===== src/design/fqc_pkg.sv =====
`timescale 1ns / 1ps
// ----------------------------------------------------------------------------
// Queue package
// Shared widths, action codes and controller/datapath signal groups for the
// ordered id queue with withdraw by id.
// ----------------------------------------------------------------------------
package fqc_pkg;

    localparam int DEPTH_DEFAULT   = 16;
    localparam int ID_BITS_DEFAULT = 16;

    localparam int ACTION_W = 2;
    localparam int EXT_ID_W = 16;
    localparam int COUNT_W  = 5;

    localparam logic [ACTION_W-1:0] ACT_ENQUEUE  = 2'd0;
    localparam logic [ACTION_W-1:0] ACT_DEQUEUE  = 2'd1;
    localparam logic [ACTION_W-1:0] ACT_WITHDRAW = 2'd2;
    localparam logic [ACTION_W-1:0] ACT_SPARE    = 2'd3;

    typedef struct packed {
        logic capture;
        logic search;
        logic apply;
    } fqc_cmd_t;

    typedef struct packed {
        logic needs_search;
    } fqc_stat_t;

endpackage


===== src/design/fqc_if.sv =====
`timescale 1ns / 1ps
// ----------------------------------------------------------------------------
// Queue channels
// Valid/ready channels for action requests and for their results.
// ----------------------------------------------------------------------------
interface fqc_req_if import fqc_pkg::*; ();
    logic                valid;
    logic                ready;
    logic [ACTION_W-1:0] action;
    logic [EXT_ID_W-1:0] entry_id;

    modport source (output valid, output action, output entry_id, input ready);
    modport sink   (input valid, input action, input entry_id, output ready);
endinterface

interface fqc_rsp_if import fqc_pkg::*; ();
    logic                valid;
    logic                ready;
    logic                ok;
    logic [EXT_ID_W-1:0] removed_id;
    logic [COUNT_W-1:0]  count;

    modport source (output valid, output ok, output removed_id, output count, input ready);
    modport sink   (input valid, input ok, input removed_id, input count, output ready);
endinterface


===== src/design/fifo_queue_with_cancel_by_id.sv =====
`timescale 1ns / 1ps
// ----------------------------------------------------------------------------
// Ordered id queue with withdraw by id
// Enqueue at the tail, dequeue from the head, or withdraw the first entry
// whose id matches; one result per request.
// ----------------------------------------------------------------------------
// One request is handled at a time. Enqueue and dequeue go from acceptance
// through the apply state to a valid result; withdraw passes through a search
// state first, in which the ids of all slots are compared before the slots
// behind the match shift up. The next request is accepted in the cycle after
// the result is taken. Slot contents are not cleared at reset; only the
// occupancy is.
module fifo_queue_with_cancel_by_id import fqc_pkg::*; #(
    parameter int DEPTH   = DEPTH_DEFAULT,
    parameter int ID_BITS = ID_BITS_DEFAULT
) (
    input  logic         clk,
    input  logic         rst_n,
    fqc_req_if.sink      req,
    fqc_rsp_if.source    rsp
);

    fqc_cmd_t  cmd;
    fqc_stat_t stat;

    fqc_ctrl u_ctrl (
        .clk       (clk),
        .rst_n     (rst_n),
        .req_valid (req.valid),
        .req_ready (req.ready),
        .rsp_valid (rsp.valid),
        .rsp_ready (rsp.ready),
        .stat      (stat),
        .cmd       (cmd)
    );

    fqc_dpath #(
        .DEPTH   (DEPTH),
        .ID_BITS (ID_BITS)
    ) u_dpath (
        .clk        (clk),
        .rst_n      (rst_n),
        .cmd        (cmd),
        .stat       (stat),
        .action     (req.action),
        .entry_id   (req.entry_id),
        .ok         (rsp.ok),
        .removed_id (rsp.removed_id),
        .count      (rsp.count)
    );

endmodule


===== src/design/fqc_ctrl.sv =====
`timescale 1ns / 1ps
// ----------------------------------------------------------------------------
// Queue controller
// Sequences capture, optional id search, update and result hand-off.
// ----------------------------------------------------------------------------
module fqc_ctrl import fqc_pkg::*; (
    input  logic      clk,
    input  logic      rst_n,
    input  logic      req_valid,
    output logic      req_ready,
    output logic      rsp_valid,
    input  logic      rsp_ready,
    input  fqc_stat_t stat,
    output fqc_cmd_t  cmd
);

    localparam logic [1:0] S_IDLE   = 2'd0;
    localparam logic [1:0] S_SEARCH = 2'd1;
    localparam logic [1:0] S_APPLY  = 2'd2;
    localparam logic [1:0] S_OUT    = 2'd3;

    logic [1:0] state_reg;
    logic [1:0] state_next;
    logic       accept;

    assign req_ready   = (state_reg == S_IDLE);
    assign rsp_valid   = (state_reg == S_OUT);
    assign accept      = req_valid && req_ready;
    assign cmd.capture = accept;
    assign cmd.search  = (state_reg == S_SEARCH);
    assign cmd.apply   = (state_reg == S_APPLY);

    always_comb
    begin
        state_next = state_reg;
        unique case (state_reg)
            S_IDLE:
            begin
                if (accept)
                begin
                    state_next = stat.needs_search ? S_SEARCH : S_APPLY;
                end
            end
            S_SEARCH:
            begin
                state_next = S_APPLY;
            end
            S_APPLY:
            begin
                state_next = S_OUT;
            end
            S_OUT:
            begin
                if (rsp_ready)
                begin
                    state_next = S_IDLE;
                end
            end
            default:
            begin
                state_next = S_IDLE;
            end
        endcase
    end

    always_ff @(posedge clk or negedge rst_n)
    begin
        if (!rst_n)
        begin
            state_reg <= S_IDLE;
        end
        else
        begin
            state_reg <= state_next;
        end
    end

endmodule


===== src/design/fqc_dpath.sv =====
`timescale 1ns / 1ps
// ----------------------------------------------------------------------------
// Queue datapath
// Slot shift register with per-slot id compare, occupancy and result registers.
// ----------------------------------------------------------------------------
module fqc_dpath import fqc_pkg::*; #(
    parameter int DEPTH   = DEPTH_DEFAULT,
    parameter int ID_BITS = ID_BITS_DEFAULT
) (
    input  logic                clk,
    input  logic                rst_n,
    input  fqc_cmd_t            cmd,
    output fqc_stat_t           stat,
    input  logic [ACTION_W-1:0] action,
    input  logic [EXT_ID_W-1:0] entry_id,
    output logic                ok,
    output logic [EXT_ID_W-1:0] removed_id,
    output logic [COUNT_W-1:0]  count
);

    localparam int OCC_W = $clog2(DEPTH + 1);
    localparam int LOG_D = $clog2(DEPTH);

    logic [ACTION_W-1:0] act_reg;
    logic [ID_BITS-1:0]  id_reg;
    logic [ID_BITS-1:0]  slot_reg [DEPTH];
    logic [DEPTH-1:0]    match_reg;
    logic [DEPTH-1:0]    match_next;
    logic [OCC_W-1:0]    occ_reg;
    logic [OCC_W-1:0]    occ_next;
    logic                ok_reg;
    logic                ok_next;
    logic [ID_BITS-1:0]  removed_reg;
    logic [ID_BITS-1:0]  removed_next;

    logic [DEPTH-1:0]    sel;
    logic [DEPTH-1:0]    shift_mask;
    logic [DEPTH-1:0]    first;
    logic                found;
    logic                enq_ok;

    assign stat.needs_search = (action == ACT_WITHDRAW);

    always_comb
    begin
        for (int k = 0; k < DEPTH; k++)
        begin
            match_next[k] = (slot_reg[k] == id_reg) && (OCC_W'(k) < occ_reg);
        end
    end

    always_comb
    begin
        sel = '0;
        priority if (act_reg == ACT_DEQUEUE)
        begin
            sel[0] = (occ_reg != '0);
        end
        else if (act_reg == ACT_WITHDRAW)
        begin
            sel = match_reg;
        end
        else
        begin
            sel = '0;
        end
    end

    always_comb
    begin
        shift_mask = sel;
        for (int s = 0; s < LOG_D; s++)
        begin
            shift_mask = shift_mask | (shift_mask << (1 << s));
        end
    end

    assign first  = shift_mask & ~(shift_mask << 1);
    assign found  = |sel;
    assign enq_ok = (act_reg == ACT_ENQUEUE) && (occ_reg < OCC_W'(DEPTH));

    always_comb
    begin
        removed_next = '0;
        for (int k = 0; k < DEPTH; k++)
        begin
            if (first[k])
            begin
                removed_next = removed_next | slot_reg[k];
            end
        end
    end

    always_comb
    begin
        occ_next = occ_reg;
        ok_next  = 1'b0;
        if (enq_ok)
        begin
            occ_next = occ_reg + OCC_W'(1);
            ok_next  = 1'b1;
        end
        else if (found)
        begin
            occ_next = occ_reg - OCC_W'(1);
            ok_next  = 1'b1;
        end
    end

    genvar g;
    generate
        for (g = 0; g < DEPTH; g++)
        begin : g_slot
            always_ff @(posedge clk)
            begin
                if (cmd.apply)
                begin
                    if (enq_ok && (occ_reg == OCC_W'(g)))
                    begin
                        slot_reg[g] <= id_reg;
                    end
                    else if (shift_mask[g])
                    begin
                        if (g < DEPTH - 1)
                        begin
                            slot_reg[g] <= slot_reg[(g < DEPTH - 1) ? g + 1 : g];
                        end
                    end
                end
            end
        end
    endgenerate

    always_ff @(posedge clk)
    begin
        if (cmd.capture)
        begin
            act_reg <= action;
            id_reg  <= ID_BITS'(entry_id);
        end
        if (cmd.search)
        begin
            match_reg <= match_next;
        end
        if (cmd.apply)
        begin
            ok_reg      <= ok_next;
            removed_reg <= removed_next;
        end
    end

    always_ff @(posedge clk or negedge rst_n)
    begin
        if (!rst_n)
        begin
            occ_reg <= '0;
        end
        else if (cmd.apply)
        begin
            occ_reg <= occ_next;
        end
    end

    assign ok         = ok_reg;
    assign removed_id = EXT_ID_W'(removed_reg);
    assign count      = COUNT_W'(occ_reg);

endmodule

===== src/flat_wrapper.sv =====
// flat-port wrapper written by rule: the top's interface ports become plain ports
module fifo_queue_with_cancel_by_id_flat import fqc_pkg::*;
#(
    parameter int DEPTH   = DEPTH_DEFAULT,
    parameter int ID_BITS = ID_BITS_DEFAULT
)
  (clk, rst_n, req_valid, req_action, req_entry_id, req_ready, rsp_valid, rsp_ok, rsp_removed_id, rsp_count, rsp_ready);
  fqc_req_if req_i ();
  fqc_rsp_if rsp_i ();
  input  logic clk;
  input  logic rst_n;
  input wire logic [$bits(req_i.valid)-1:0] req_valid;
  input wire logic [$bits(req_i.action)-1:0] req_action;
  input wire logic [$bits(req_i.entry_id)-1:0] req_entry_id;
  output wire logic [$bits(req_i.ready)-1:0] req_ready;
  output wire logic [$bits(rsp_i.valid)-1:0] rsp_valid;
  output wire logic [$bits(rsp_i.ok)-1:0] rsp_ok;
  output wire logic [$bits(rsp_i.removed_id)-1:0] rsp_removed_id;
  output wire logic [$bits(rsp_i.count)-1:0] rsp_count;
  input wire logic [$bits(rsp_i.ready)-1:0] rsp_ready;
  assign req_i.valid = req_valid;
  assign req_i.action = req_action;
  assign req_i.entry_id = req_entry_id;
  assign req_ready = req_i.ready;
  assign rsp_valid = rsp_i.valid;
  assign rsp_ok = rsp_i.ok;
  assign rsp_removed_id = rsp_i.removed_id;
  assign rsp_count = rsp_i.count;
  assign rsp_i.ready = rsp_ready;
  fifo_queue_with_cancel_by_id #(.DEPTH(DEPTH), .ID_BITS(ID_BITS)) u_core (.clk(clk), .rst_n(rst_n), .req(req_i), .rsp(rsp_i));
endmodule

===== config.mk =====
export PLATFORM = sky130hd
export DESIGN_NAME = fifo_queue_with_cancel_by_id_flat
export DESIGN_NICKNAME = d
export VERILOG_FILES = /design/src/design/fqc_pkg.sv /design/src/design/fqc_if.sv /design/src/design/fifo_queue_with_cancel_by_id.sv /design/src/design/fqc_ctrl.sv /design/src/design/fqc_dpath.sv /design/src/flat_wrapper.sv
export SDC_FILE = /design/constraint.sdc
export NUM_CORES = 1
export LEC_CHECK = 0
export BUFFER_PORTS_ARGS = -buffer_cell sky130_fd_sc_hd__buf_2
export CAP_MARGIN = 10
export CORE_MARGIN = 10
export CORE_UTILIZATION = 40
export CTS_CLUSTER_SIZE = 8
export DETAILED_ROUTE_END_ITERATION = 10
export PLACE_DENSITY = 0.61
export SETUP_SLACK_MARGIN = 0.5
export SLEW_MARGIN = 0
export SYNTH_ARGS = -nofsm -noshare
export SYNTH_HDL_FRONTEND = slang
export SYNTH_SLANG_ARGS = --single-unit

===== constraint.sdc =====
create_clock -name clk -period 3.45 [get_ports clk]
set_clock_uncertainty 0.15 [all_clocks]
set_input_delay 0.1725 -clock clk [delete_from_list [all_inputs] [get_ports clk]]
set_output_delay 0.1725 -clock clk [all_outputs]
set_load 0.005 [all_outputs]

==> results by group, run 1 <==
Synth
  • Post-synth EDFFs: 307
  • Post-synthesis simple-gate area fraction: 8.77%
  • Async SR Flop Fraction: 2.23%
  • Post-Synth Adder-Cell Area: 0.617%
  • Predominant post-synthesis flop cell: edfxtp_1
  • Avg Inst Size Synth: 12.4 um2
  • Number of synthesized register bits: 314
  • Syn nets: 1504
  • Largest family of logic cells by synthesized area: multiplexers
  • Gate Count Post-Synth: 1473
  • Cell area after synthesis: 0.0182 mm2
  • Post-synthesis mux area share: 14.8%
  • Synth Area in Compound Gates: 8.56%
  • Synth Area in XOR/XNOR: 12.5%
  • Yosys warning count: 0
  • Post-synthesis sequential area ratio: 51.5%
  • Post-synth cell types: 65

Power and ir drop
  • Max rail drop VDD: 413 uV
  • PwrDens: 805 mW/mm2
  • Leak: 7.20 nW

Clock tree
  • CTS tree: done
  • TritonCTS buffer count: 45
  • Clk Latency, worst-skew pair: 0.59 ns
  • CTS root buffer: clkbuf_16
  • CTS max path bufs: 3
  • CTS H-tree lvls: 2
  • TritonCTS Sinks: 314
  • Reg clk slew, reported paths: 0.05 ns

Detailed routing
  • Post-Route M1 WL: 29200 um
  • Highest metal layer with signal wires: met4
  • Starting DRT DRC Count: 1961
  • Antenna viol nets, final: 0
  • Vias per cell: 6.38
  • Routed wire length: 71000 um
  • Met3 wire length: 7780 um
  • Drt drc: 0
  • Drt pass-1 iters: 8
  • WL met2: 31100 um
  • Drt wl/cell: 32.4 um
  • Detailed-route via count: 14000

Timing
  • Final setup viols: 0
  • Minimum clock period: 2.89 ns
  • Worst Hold Slack: 0.143 ns
  • Fin. max-slew vios: 0
  • Slew HR: 23.1%
  • RSZ-0062 raised after global routing: true
  • F_max: 346 MHz
  • Final hold viol count: 0
  • Setup TNS: 0 ns
  • Final Cycle Share: 83.7%
  • Worst-margin pin slew: 1.15 ns

Critical path
  • CP required: 3.63 ns
  • CP startpoint kind: flop
  • Worst r2r src: u_core.u_dpath.match_reg[2]$_DFFE_PN_
  • Arr. time, crit path: 3.07 ns
  • RR Endpoint: u_core.u_dpath.removed_id[13]$_DFFE_PP_
  • Reg2Reg Depth: 7
  • CP Capture Type: flop
  • Worst reg2reg setup slack: 0.56 ns
  • Worst-path fanout max: 14
  • Critical path type: reg -> reg

Global routing
  • Largest net degree at the start of global routing: 33
  • Vias in the first global route: 13400
  • Initial antenna violation count: 1
  • First-pass GRT wire length: 100000 um
  • Overall routing resource usage: 25.7%
  • GRT overflow: 0

Hold path
  • Hold Path Sink: u_core.u_dpath.id_reg[15]$_DFFE_PP_
  • Min-delay worst type: in -> reg
  • Hold path startpoint: req_entry_id[15]
  • Worst hold path cell count: 2

Final layout
  • Non-Filler Instances: 2190
  • Max reg flops: 256
  • Area growth syn-to-layout: 16.4%
  • Fill cells: 4046
  • Antenna diodes: 0
  • Final nets: 1610
  • Share of layout cells above drive strength 1: 30.3%

Placement
  • IO buf count: 45
  • Placed insts: 2104
  • HPWL after DPL: 51800 um
  • RD Place Congestion: 1.00

Status
  • Outcome: completed

Flow run
  • # Max-Cap Violations: 0

Floorplanning
  • Height of the die: 234 um
  • Core ar.: 0.0452 mm2
  • Die ar.: 0.0545 mm2
  • Initial core utilization: 40.4%
  • Site Rows: 78
  • Chip width: 234 um
  • Io pins: 46
cell usage after synthesis, types with 7 or more instances:
master | count | area [um2]
clkbuf_1 | 91 | 342
edfxtp_1 | 307 | 9220
mux2_2 | 230 | 2590
ha_1 | 9 | 113
mux2_1 | 10 | 113
nand2_1 | 53 | 199
dfrtp_1 | 7 | 175
nor2_1 | 50 | 188
a221oi_1 | 17 | 149
a222oi_1 | 20 | 200
or3_1 | 7 | 43.8
xnor2_1 | 118 | 1030
nor2b_1 | 7 | 43.8
inv_1 | 16 | 60.1
o21ai_0 | 23 | 115
nor4_1 | 45 | 282
a221o_1 | 7 | 70.1
a22oi_1 | 33 | 248
a31oi_1 | 7 | 43.8
a21oi_1 | 49 | 245
xor2_1 | 142 | 1240
nand2b_1 | 7 | 43.8
buf_2 | 16 | 80.1
buf_1 | 18 | 67.6
nand3_1 | 24 | 120
a22o_1 | 21 | 184
nand4_1 | 46 | 288
nor3_1 | 21 | 105
final cells by class:
cell class	count	area [um2]	area share (%)
clock buffer	54	1170	5.51
clock inverter	4	46.3	0.218
inverter	17	63.8	0.300
multi-input combinational	1013	8350	39.3
sequential	314	9390	44.2
tap	600	751	3.54
timing repair buffer	188	1460	6.86
through the flow:
stage	setup WS, ns	power (mW)	util, %	cell area (um2)
6_report	0.561	17.1	47.0	21200
2_1_floorplan	0.310	10.2	-	18300
4_1_cts	0.501	17.0	46.8	21200
3_5_place_dp	0.408	12.9	43.6	19700
3_3_place_gp	0.411	12.8	43.6	19700
5_1_grt	0.487	17.7	47.0	21200
cell families (layout without fill, tap and decap cells):
kind of cell	count (synthesis)	count (layout)
adder cells (fa/ha/maj)	9	9
multiplexers	240	240
AO/OA/AOI/OAI	212	212
AND/OR/NAND/NOR	292	292
flip-flops	314	314
buffers and inverters	146	263
XOR/XNOR	260	260
per-layer routing:
layer / track usage [%] / vias to the layer above
met2: 37.8 / 883
met3: 5.53 / 150
met5: 0 / -
li1: - / 5799
met1: 35.7 / 7143
met4: 11.1 / 0
layout by cell type, fill, tap and decap left out, drive strengths merged, types with 22 or more instances in the layout:
master / n
xnor2: 118
nor4: 49
buf: 166
dlygate4sd3: 22
o21ai: 28
clkbuf: 54
a22oi: 34
edfxtp: 307
nor2: 50
mux2: 240
nand2: 54
nand3: 24
xor2: 142
a21oi: 50
nand4: 46
critical path, stage by stage, from the launching register on:
cell	delay [ns]
edfxtp_1	0.39
or4_1	0.57
or3_4	0.43
buf_4	0.18
o211a_4	0.31
a22oi_2	0.19
nand4_1	0.11
or3_1	0.32
power by group:
part           internal, mW  switching [mW]  leakage [nW]
logic                  2.55            3.43          3.68
clock network          2.35            1.65         0.593
registers              5.71            1.39          2.92
how the worst max path moves through the flow:
stage | from | end | slack, ns
finish | u_core.u_dpath.match_reg[2]$_DFFE_PN_ | u_core.u_dpath.removed_id[13]$_DFFE_PP_ | 0.56
global route | u_core.u_dpath.count[0]$_DFFE_PN0P_ | u_core.u_dpath.removed_id[8]$_DFFE_PP_ | 0.49
CTS | u_core.u_dpath.match_reg[2]$_DFFE_PN_ | u_core.u_dpath.removed_id[13]$_DFFE_PP_ | 0.50
detailed placement | u_core.u_dpath.match_reg[7]$_DFFE_PN_ | u_core.u_dpath.slot_reg[1][95]$_DFFE_PP_ | 0.41
global placement | u_core.u_dpath.match_reg[7]$_DFFE_PN_ | u_core.u_dpath.slot_reg[1][84]$_DFFE_PP_ | 0.41
floorplan | u_core.u_ctrl.state_reg[0]$_DFFE_PN0P_ | u_core.u_dpath.slot_reg[1][32]$_DFFE_PP_ | 0.31
repair_timing:
action	CTS	global route
hold buffers	22	0
gates resized for setup	7	9
pin swaps	0	1
setup endpoints to repair	68	172
hold endpoints to repair	27	0
setup buffers	1	5
Power figures use the tool's default switching activity.
==> inputs of run 2 (changes only) <==
- clock period: 3.45 -> 3 ns (I/O delays scaled with it)
==> run 2 against run 1 <==
Global-route usage rose by 0.26 points. Worst hold slack worse by 0.047 ns. Critical path depth is the same. Highest routed layer unchanged. Register-to-register slack got worse by 0.44 ns. Clock power grew 15%. Critical endpoint is now u_core.u_dpath.removed_id[6]$_DFFE_PP_. First-iteration DRC count grew 7.6%. Count of clock-buffer cells in the layout grew 2. Maximum frequency grew 0.39%. Power up 24%. Die area unchanged.
==> results by group, run 2 (same netlist as run 1, synthesis figures left out) <==
Status
  • Outcome: completed

Detailed routing
  • Vias per cell: 6.32
  • Starting DRT DRC Count: 2110
  • Routed wire length: 72700 um
  • Drt drc: 0
  • Drt pass-1 iters: 9
  • Detailed-route via count: 14600
  • Drt wl/cell: 31.5 um
  • Antenna viol nets, final: 0

Critical path
  • Worst-path fanout max: 8
  • CP startpoint kind: flop
  • CP Capture Type: flop
  • Slowest-stage cell, CP: a222oi_1
  • Worst Setup SP: u_core.u_dpath.match_reg[2]$_DFFE_PN_
  • Slowest stage delay, CP: 0.84 ns
  • Arr. time, crit path: 3.04 ns
  • CP bufs+invs: 3
  • CP required: 3.16 ns
  • Crit-path cells: buf_4 > buf_12 > buf_12 > a222oi_1 > a21oi_2 > a21o_1 > or3_1
  • CP most frequent cell: buf_12
  • CP top delay family: compound AO/OA/AOI/OAI gates
  • Worst r2r src: u_core.u_dpath.match_reg[2]$_DFFE_PN_
  • Critical path type: reg -> reg

Clock tree
  • Clk Latency, worst-skew pair: 0.58 ns
  • TritonCTS Sinks: 314
  • CTS root buffer: clkbuf_16
  • TritonCTS buffer count: 45
  • CTS tree: done
  • Reg clk slew, reported paths: 0.05 ns
  • CTS H-tree lvls: 2
  • CTS max path bufs: 3

Power and ir drop
  • Leak: 8.25 nW
  • Clk pwr share: 21.8%
  • PwrDens: 908 mW/mm2
  • Switching Share: 37.7%
  • Sw Pwr: 7.99 mW
  • Int Power: 13.2 mW
  • Max rail drop VDD: 495 uV
  • Combinational power share: 40.6%
  • Power Total: 21.2 mW
  • Register share of total power: 37.6%

Placement
  • IO buf count: 45
  • RD Place Congestion: 0.977
  • HPWL after DPL: 49700 um
  • DP Area: 0.0203 mm2
  • Place WS: 0.0142 ns

Global routing
  • Overall routing resource usage: 25.9%
  • Largest net degree at the start of global routing: 33
  • GR Util met1: 34.8%
  • Met2 usage: 38.2%
  • Initial antenna violation count: 0
  • Met3 usage: 7.45%
  • First-pass GRT wire length: 102000 um
  • Vias in the first global route: 14100
  • GRT overflow: 0
  • Busiest grt layer: met2

Final layout
  • Area growth syn-to-layout: 28.0%
  • Final Cell Area: 0.0234 mm2
  • Register Area: 0.00940 mm2
  • Area of the multi-input gates: 0.00906 mm2
  • Final nets: 1724
  • Commonest non-fill, non-tap cells in the layout: 307 x edfxtp_1, 199 x mux2_2, 165 x buf_4
  • Max reg flops: 256
  • Fill cells: 3857
  • Antenna diodes: 0
  • Commonest non-fill, non-tap cell in the layout: edfxtp_1
  • Share of layout cells above drive strength 1: 39.4%

Flow run
  • # Max-Cap Violations: 0

Floorplanning
  • Io pins: 46
  • Core ar.: 0.0452 mm2
  • Initial core utilization: 40.4%
  • Chip width: 234 um
  • Die ar.: 0.0545 mm2
  • Height of the die: 234 um
  • Site Rows: 78

Timing
  • Minimum clock period: 2.88 ns
  • Setup ws final: 0.122 ns
  • Worst-margin pin slew: 1.01 ns
  • F_max: 347 MHz
  • Slew HR: 32.4%
  • Fin. max-slew vios: 0
  • Final Cycle Share: 95.9%
  • Final setup viols: 0
  • RSZ-0062 raised after global routing: true
  • Setup TNS: 0 ns
  • Final hold viol count: 0

Hold path
  • Hold path startpoint: req_valid
  • Min-delay worst type: in -> reg
==> run 2: cell count changes in the layout (fill, tap and decap cells not counted), sizes merged <==
cell / delta
clkinv: -2
a21oi: +2
inv: +1
buf: +110
clkbuf: +4
==> run 2: final timing paths <==
path                                                     endpoint  slack (ns)  cells after the start
max                        u_core.u_dpath.removed_id[6]$_DFFE_PP_        0.12                      7
max reg2reg                u_core.u_dpath.removed_id[6]$_DFFE_PP_        0.12                      7
min                           u_core.u_dpath.act_reg[0]$_DFFE_PP_         0.1                      3
min reg2reg                   u_core.u_dpath.count[4]$_DFFE_PN0P_        0.44                      1
min in group asynchronous     u_core.u_dpath.count[3]$_DFFE_PN0P_        0.39                      3
max in group asynchronous     u_core.u_dpath.count[4]$_DFFE_PN0P_        2.02                      3
==> run 2: layer usage <==
| metal | vias to the layer above | share of wire (%) |
|---|---|---|
| met4 | 0 | 4.8 |
| met1 | 7340 | 40 |
| met5 | - | 0 |
| met2 | 1006 | 43 |
| met3 | 178 | 12 |
| li1 | 6041 | - |
==> run 2: stage by stage <==
stage / hold slack [ns] / util (%) / std cells
2_1_floorplan: -0.296 / - / 1473
3_3_place_gp: -0.155 / 45.0 / 2129
3_5_place_dp: -0.153 / 45.0 / 2129
4_1_cts: 0.0924 / 50.3 / 2275
5_1_grt: 0.120 / 51.7 / 2305
6_report: 0.0962 / 51.7 / 2305
==> run 2: cell type report <==
class,instances,area share [%]
Sequential cell,314,40.2
Timing Repair Buffer,300,12.3
Clock buffer,56,5.04
Inverter,17,0.273
Tap cell,600,3.21
Clock inverter,3,0.0964
Multi-Input combinational cell,1015,38.8
==> run 2: worst register-to-register path, stage by stage, from the launching register on <==
cell,delay [ns]
edfxtp_1,0.42
buf_4,0.17
buf_12,0.14
buf_12,0.14
a222oi_1,0.85
a21oi_2,0.20
a21o_1,0.20
or3_1,0.37
==> run 2: repair_timing <==
item                                    CTS  global route
cloned                                    5             5
setup buffers                            60            25
endpoints found under the setup margin  355           357
gates resized for setup                  84            59
hold buffers                             22             0
endpoints found under the hold margin    27             0
pin swaps                                37            29
==> run 2: power by group through the flow <==
stage	Sequential, mW	Clock [mW]	Combinational (mW)
after floorplan	7.29	0	4.73
after global placement	8.02	0	7.01
after detailed placement	8.01	0	7.12
after CTS	7.90	4.68	7.93
after global routing	8.00	4.87	9.03
final	7.97	4.62	8.60
==> inputs of run 3 (changes only) <==
- ABC_AREA: unset -> 1
==> run 3 against run 2 <==
Sequential power rose by 16%. Synthesized cell count is 55% higher. Power is 24% higher. Worst hold slack improved by 0.016 ns. Combinational power is 43% higher. Design area decreased by 1.4%. Via count grew 24%. Critical path depth up 6. Highest routed layer is now met5. Register-to-register slack improved by 0.32 ns. Utilization fell by 3.2 points. Final cell count is 32% higher.
==> results by group, run 3 <==
Power and ir drop
  • Switching Share: 46.4%
  • Sw Pwr: 12.2 mW
  • Max rail drop VDD: 533 uV
  • Leak: 9.53 nW
  • Int Power: 14.1 mW
  • Combinational power share: 46.8%
  • Clk pwr share: 18.1%
  • Register share of total power: 35.0%
  • Power Total: 26.3 mW
  • PwrDens: 1140 mW/mm2

Detailed routing
  • Antenna viol nets, final: 0
  • Detailed-route via count: 18000
  • Drt wl/cell: 27.6 um
  • Starting DRT DRC Count: 2798
  • Drt pass-1 iters: 7
  • Vias per cell: 5.92
  • Drt drc: 0
  • Routed wire length: 84200 um

Clock tree
  • CTS tree: done
  • CTS H-tree lvls: 2
  • TritonCTS buffer count: 45
  • CTS max path bufs: 3
  • Reg clk slew, reported paths: 0.06 ns
  • Clk Latency, worst-skew pair: 0.61 ns
  • TritonCTS Sinks: 314
  • CTS root buffer: clkbuf_16

Timing
  • Setup TNS: 0 ns
  • RSZ-0062 raised after global routing: true
  • Worst-margin pin slew: 0.992 ns
  • Final Cycle Share: 85.3%
  • F_max: 391 MHz
  • Slew HR: 33.8%
  • Final setup viols: 0
  • Fin. max-slew vios: 0
  • Minimum clock period: 2.56 ns
  • Final hold viol count: 0

Synth
  • Largest family of logic cells by synthesized area: simple AND/OR/NAND/NOR gates
  • Async SR Flop Fraction: 2.23%
  • Post-Synth Adder-Cell Area: 0.589%
  • Top-count cell post-synth: nand2_1
  • Gate Count Post-Synth: 2277
  • Post-synth top area share: 48.2%
  • Post-synthesis sequential area ratio: 49.1%
  • Number of synthesized register bits: 314
  • Leading area contributor after synthesis: edfxtp_1
  • Cell area after synthesis: 0.0191 mm2
  • Synth Area in Compound Gates: 12.7%
  • Post-synth EDFFs: 307
  • Yosys warning count: 0
  • Post-synth cell types: 45
  • Synth Area in XOR/XNOR: 4.63%
  • Post-synthesis mux area share: 0%
  • Predominant post-synthesis flop cell: edfxtp_1
  • Top post-synthesis cells by area: edfxtp_1 48%, nand2_1 9.1%, nor2_1 5.1%
  • Most frequent cells after synthesis: 465 x nand2_1, 307 x edfxtp_1, 260 x nor2_1
  • Avg Inst Size Synth: 8.39 um2
  • Syn nets: 2308
  • Post-synthesis simple-gate area fraction: 24.6%

Placement
  • Placed insts: 2902
  • RD Place Congestion: 1.02
  • IO buf count: 45
  • HPWL after DPL: 61300 um

Flow run
  • # Max-Cap Violations: 0

Global routing
  • Overall routing resource usage: 28.6%
  • GRT overflow: 0
  • Vias in the first global route: 16500
  • Largest net degree at the start of global routing: 33
  • Initial antenna violation count: 3
  • First-pass GRT wire length: 118000 um

Final layout
  • Antenna diodes: 0
  • Max reg flops: 256
  • Share of layout cells above drive strength 1: 17.8%
  • Commonest non-fill, non-tap cells in the layout: 435 x nand2_1, 307 x edfxtp_1, 221 x inv_1
  • Core Util, Final: 48.5%
  • Area growth syn-to-layout: 20.4%
  • Final nets: 2441
  • Commonest non-fill, non-tap cell in the layout: nand2_1
  • Non-Filler Instances: 3047

Critical path
  • Reg2Reg Depth: 13
  • CP required: 3.20 ns
  • Worst reg2reg setup slack: 0.44 ns
  • Arr. time, crit path: 2.76 ns
  • CP startpoint kind: flop
  • CP Capture Type: flop
  • Worst r2r src: u_core.u_dpath.act_reg[0]$_DFFE_PP_
  • Critical path type: reg -> reg
  • Worst-path fanout max: 15
  • RR Endpoint: u_core.u_dpath.removed_id[10]$_DFFE_PP_

Floorplanning
  • Io pins: 46
  • Height of the die: 239 um
  • Chip width: 239 um
  • Site Rows: 80
  • Core ar.: 0.0474 mm2
  • Initial core utilization: 40.3%
  • Die ar.: 0.0569 mm2

Hold path
  • Hold path startpoint: req_entry_id[15]
  • Min-delay worst type: in -> reg
  • Worst hold path cell count: 2
  • Hold Path Sink: u_core.u_dpath.id_reg[15]$_DFFE_PP_

Status
  • Outcome: completed
## run 3: cell count changes in the layout (fill, tap and decap cells not counted), sizes merged, moves of 30 or more
cell,before,now
mux2,240,0
a21oi,52,110
xnor2,118,42
a221oi,18,48
nand3,24,204
nand2,54,491
inv,18,241
xor2,142,59
o22ai,2,70
o21ai,28,179
nor2,50,279
a22oi,34,1
buf,276,201
## run 3: area by class of cell
| class | instances | area (um2) |
|---|---|---|
| repair buffers | 224 | 1940 |
| multi-input cells | 1578 | 8720 |
| flip-flops and latches | 314 | 9400 |
| inverters | 247 | 940 |
| clock buffers | 64 | 1200 |
| clock inverters | 5 | 50.0 |
| well taps | 615 | 769 |
| fillers | 4590 | 24400 |
## run 3: worst max-delay path by stage
stage / from / to / slack, ns / cells past startpoint
finish: u_core.u_dpath.act_reg[0]$_DFFE_PP_ / u_core.u_dpath.removed_id[10]$_DFFE_PP_ / 0.44 / 13
floorplan: u_core.u_ctrl.state_reg[0]$_DFFE_PN0P_ / u_core.u_dpath.slot_reg[1][48]$_DFFE_PP_ / 0.46 / 6
global route: u_core.u_dpath.act_reg[0]$_DFFE_PP_ / u_core.u_dpath.removed_id[10]$_DFFE_PP_ / 0.42 / 13
CTS: u_core.u_dpath.count[4]$_DFFE_PN0P_ / u_core.u_dpath.removed_id[10]$_DFFE_PP_ / 0.41 / 12
detailed placement: u_core.u_dpath.count[1]$_DFFE_PN0P_ / u_core.u_dpath.removed_id[10]$_DFFE_PP_ / 0.08 / 13
global placement: u_core.u_dpath.count[1]$_DFFE_PN0P_ / u_core.u_dpath.removed_id[10]$_DFFE_PP_ / 0.09 / 13
## run 3: repair_timing
item,in CTS,in global routing
endpoints found under the setup margin,258,339
gates cloned,1,3
hold buffers,23,0
pin swaps,14,23
buffers inserted,27,22
endpoints found under the hold margin,29,0
resized for setup,68,83
## run 3: worst max-delay path: stages, from the launching register on
cell	delay, ns
edfxtp_1	0.46
inv_2	0.17
nor2_4	0.06
buf_4	0.14
nand2_4	0.08
nand2_4	0.09
buf_8	0.17
buf_4	0.16
a21oi_2	0.17
nand2_1	0.13
nor2_4	0.15
nand2_2	0.14
nor2_2	0.16
nand4_1	0.09
## run 3: through the flow
stage | hold WS (ns) | worst slack [ns] | area (um2)
2_1_floorplan | -0.296 | 0.456 | 19300
3_3_place_gp | -0.125 | 0.0937 | 20500
3_5_place_dp | -0.118 | 0.0833 | 20500
4_1_cts | 0.0952 | 0.409 | 22500
5_1_grt | 0.113 | 0.418 | 23000
6_report | 0.112 | 0.441 | 23000
## run 3: logic make-up (layout without fill, tap and decap cells)
group,Yosys count,in the layout
buf+inv,389,540
compound gates,420,420
fa+ha+maj,9,9
xor+xnor,101,101
flops,314,314
simple gates,1044,1048
## run 3: power groups by stage
stage	Clock, mW	Sequential [mW]	Combinational [mW]
final	4.78	9.23	12.3
after global routing	4.96	9.29	13.1
after CTS	4.78	9.12	11.4
after detailed placement	0	9.18	10.8
after global placement	0	9.20	10.7
after floorplan	0	8.37	7.03
## run 3: metal layers
metal  vias to the layer above  global-route usage (%)  wire (um)
li1                       8043                       -          -
met1                      8672                    39.9      35500
met2                      1113                    42.6      36100
met3                       195                    5.64       8790
met4                         4                    11.6       3760
met5                         -                       0         27
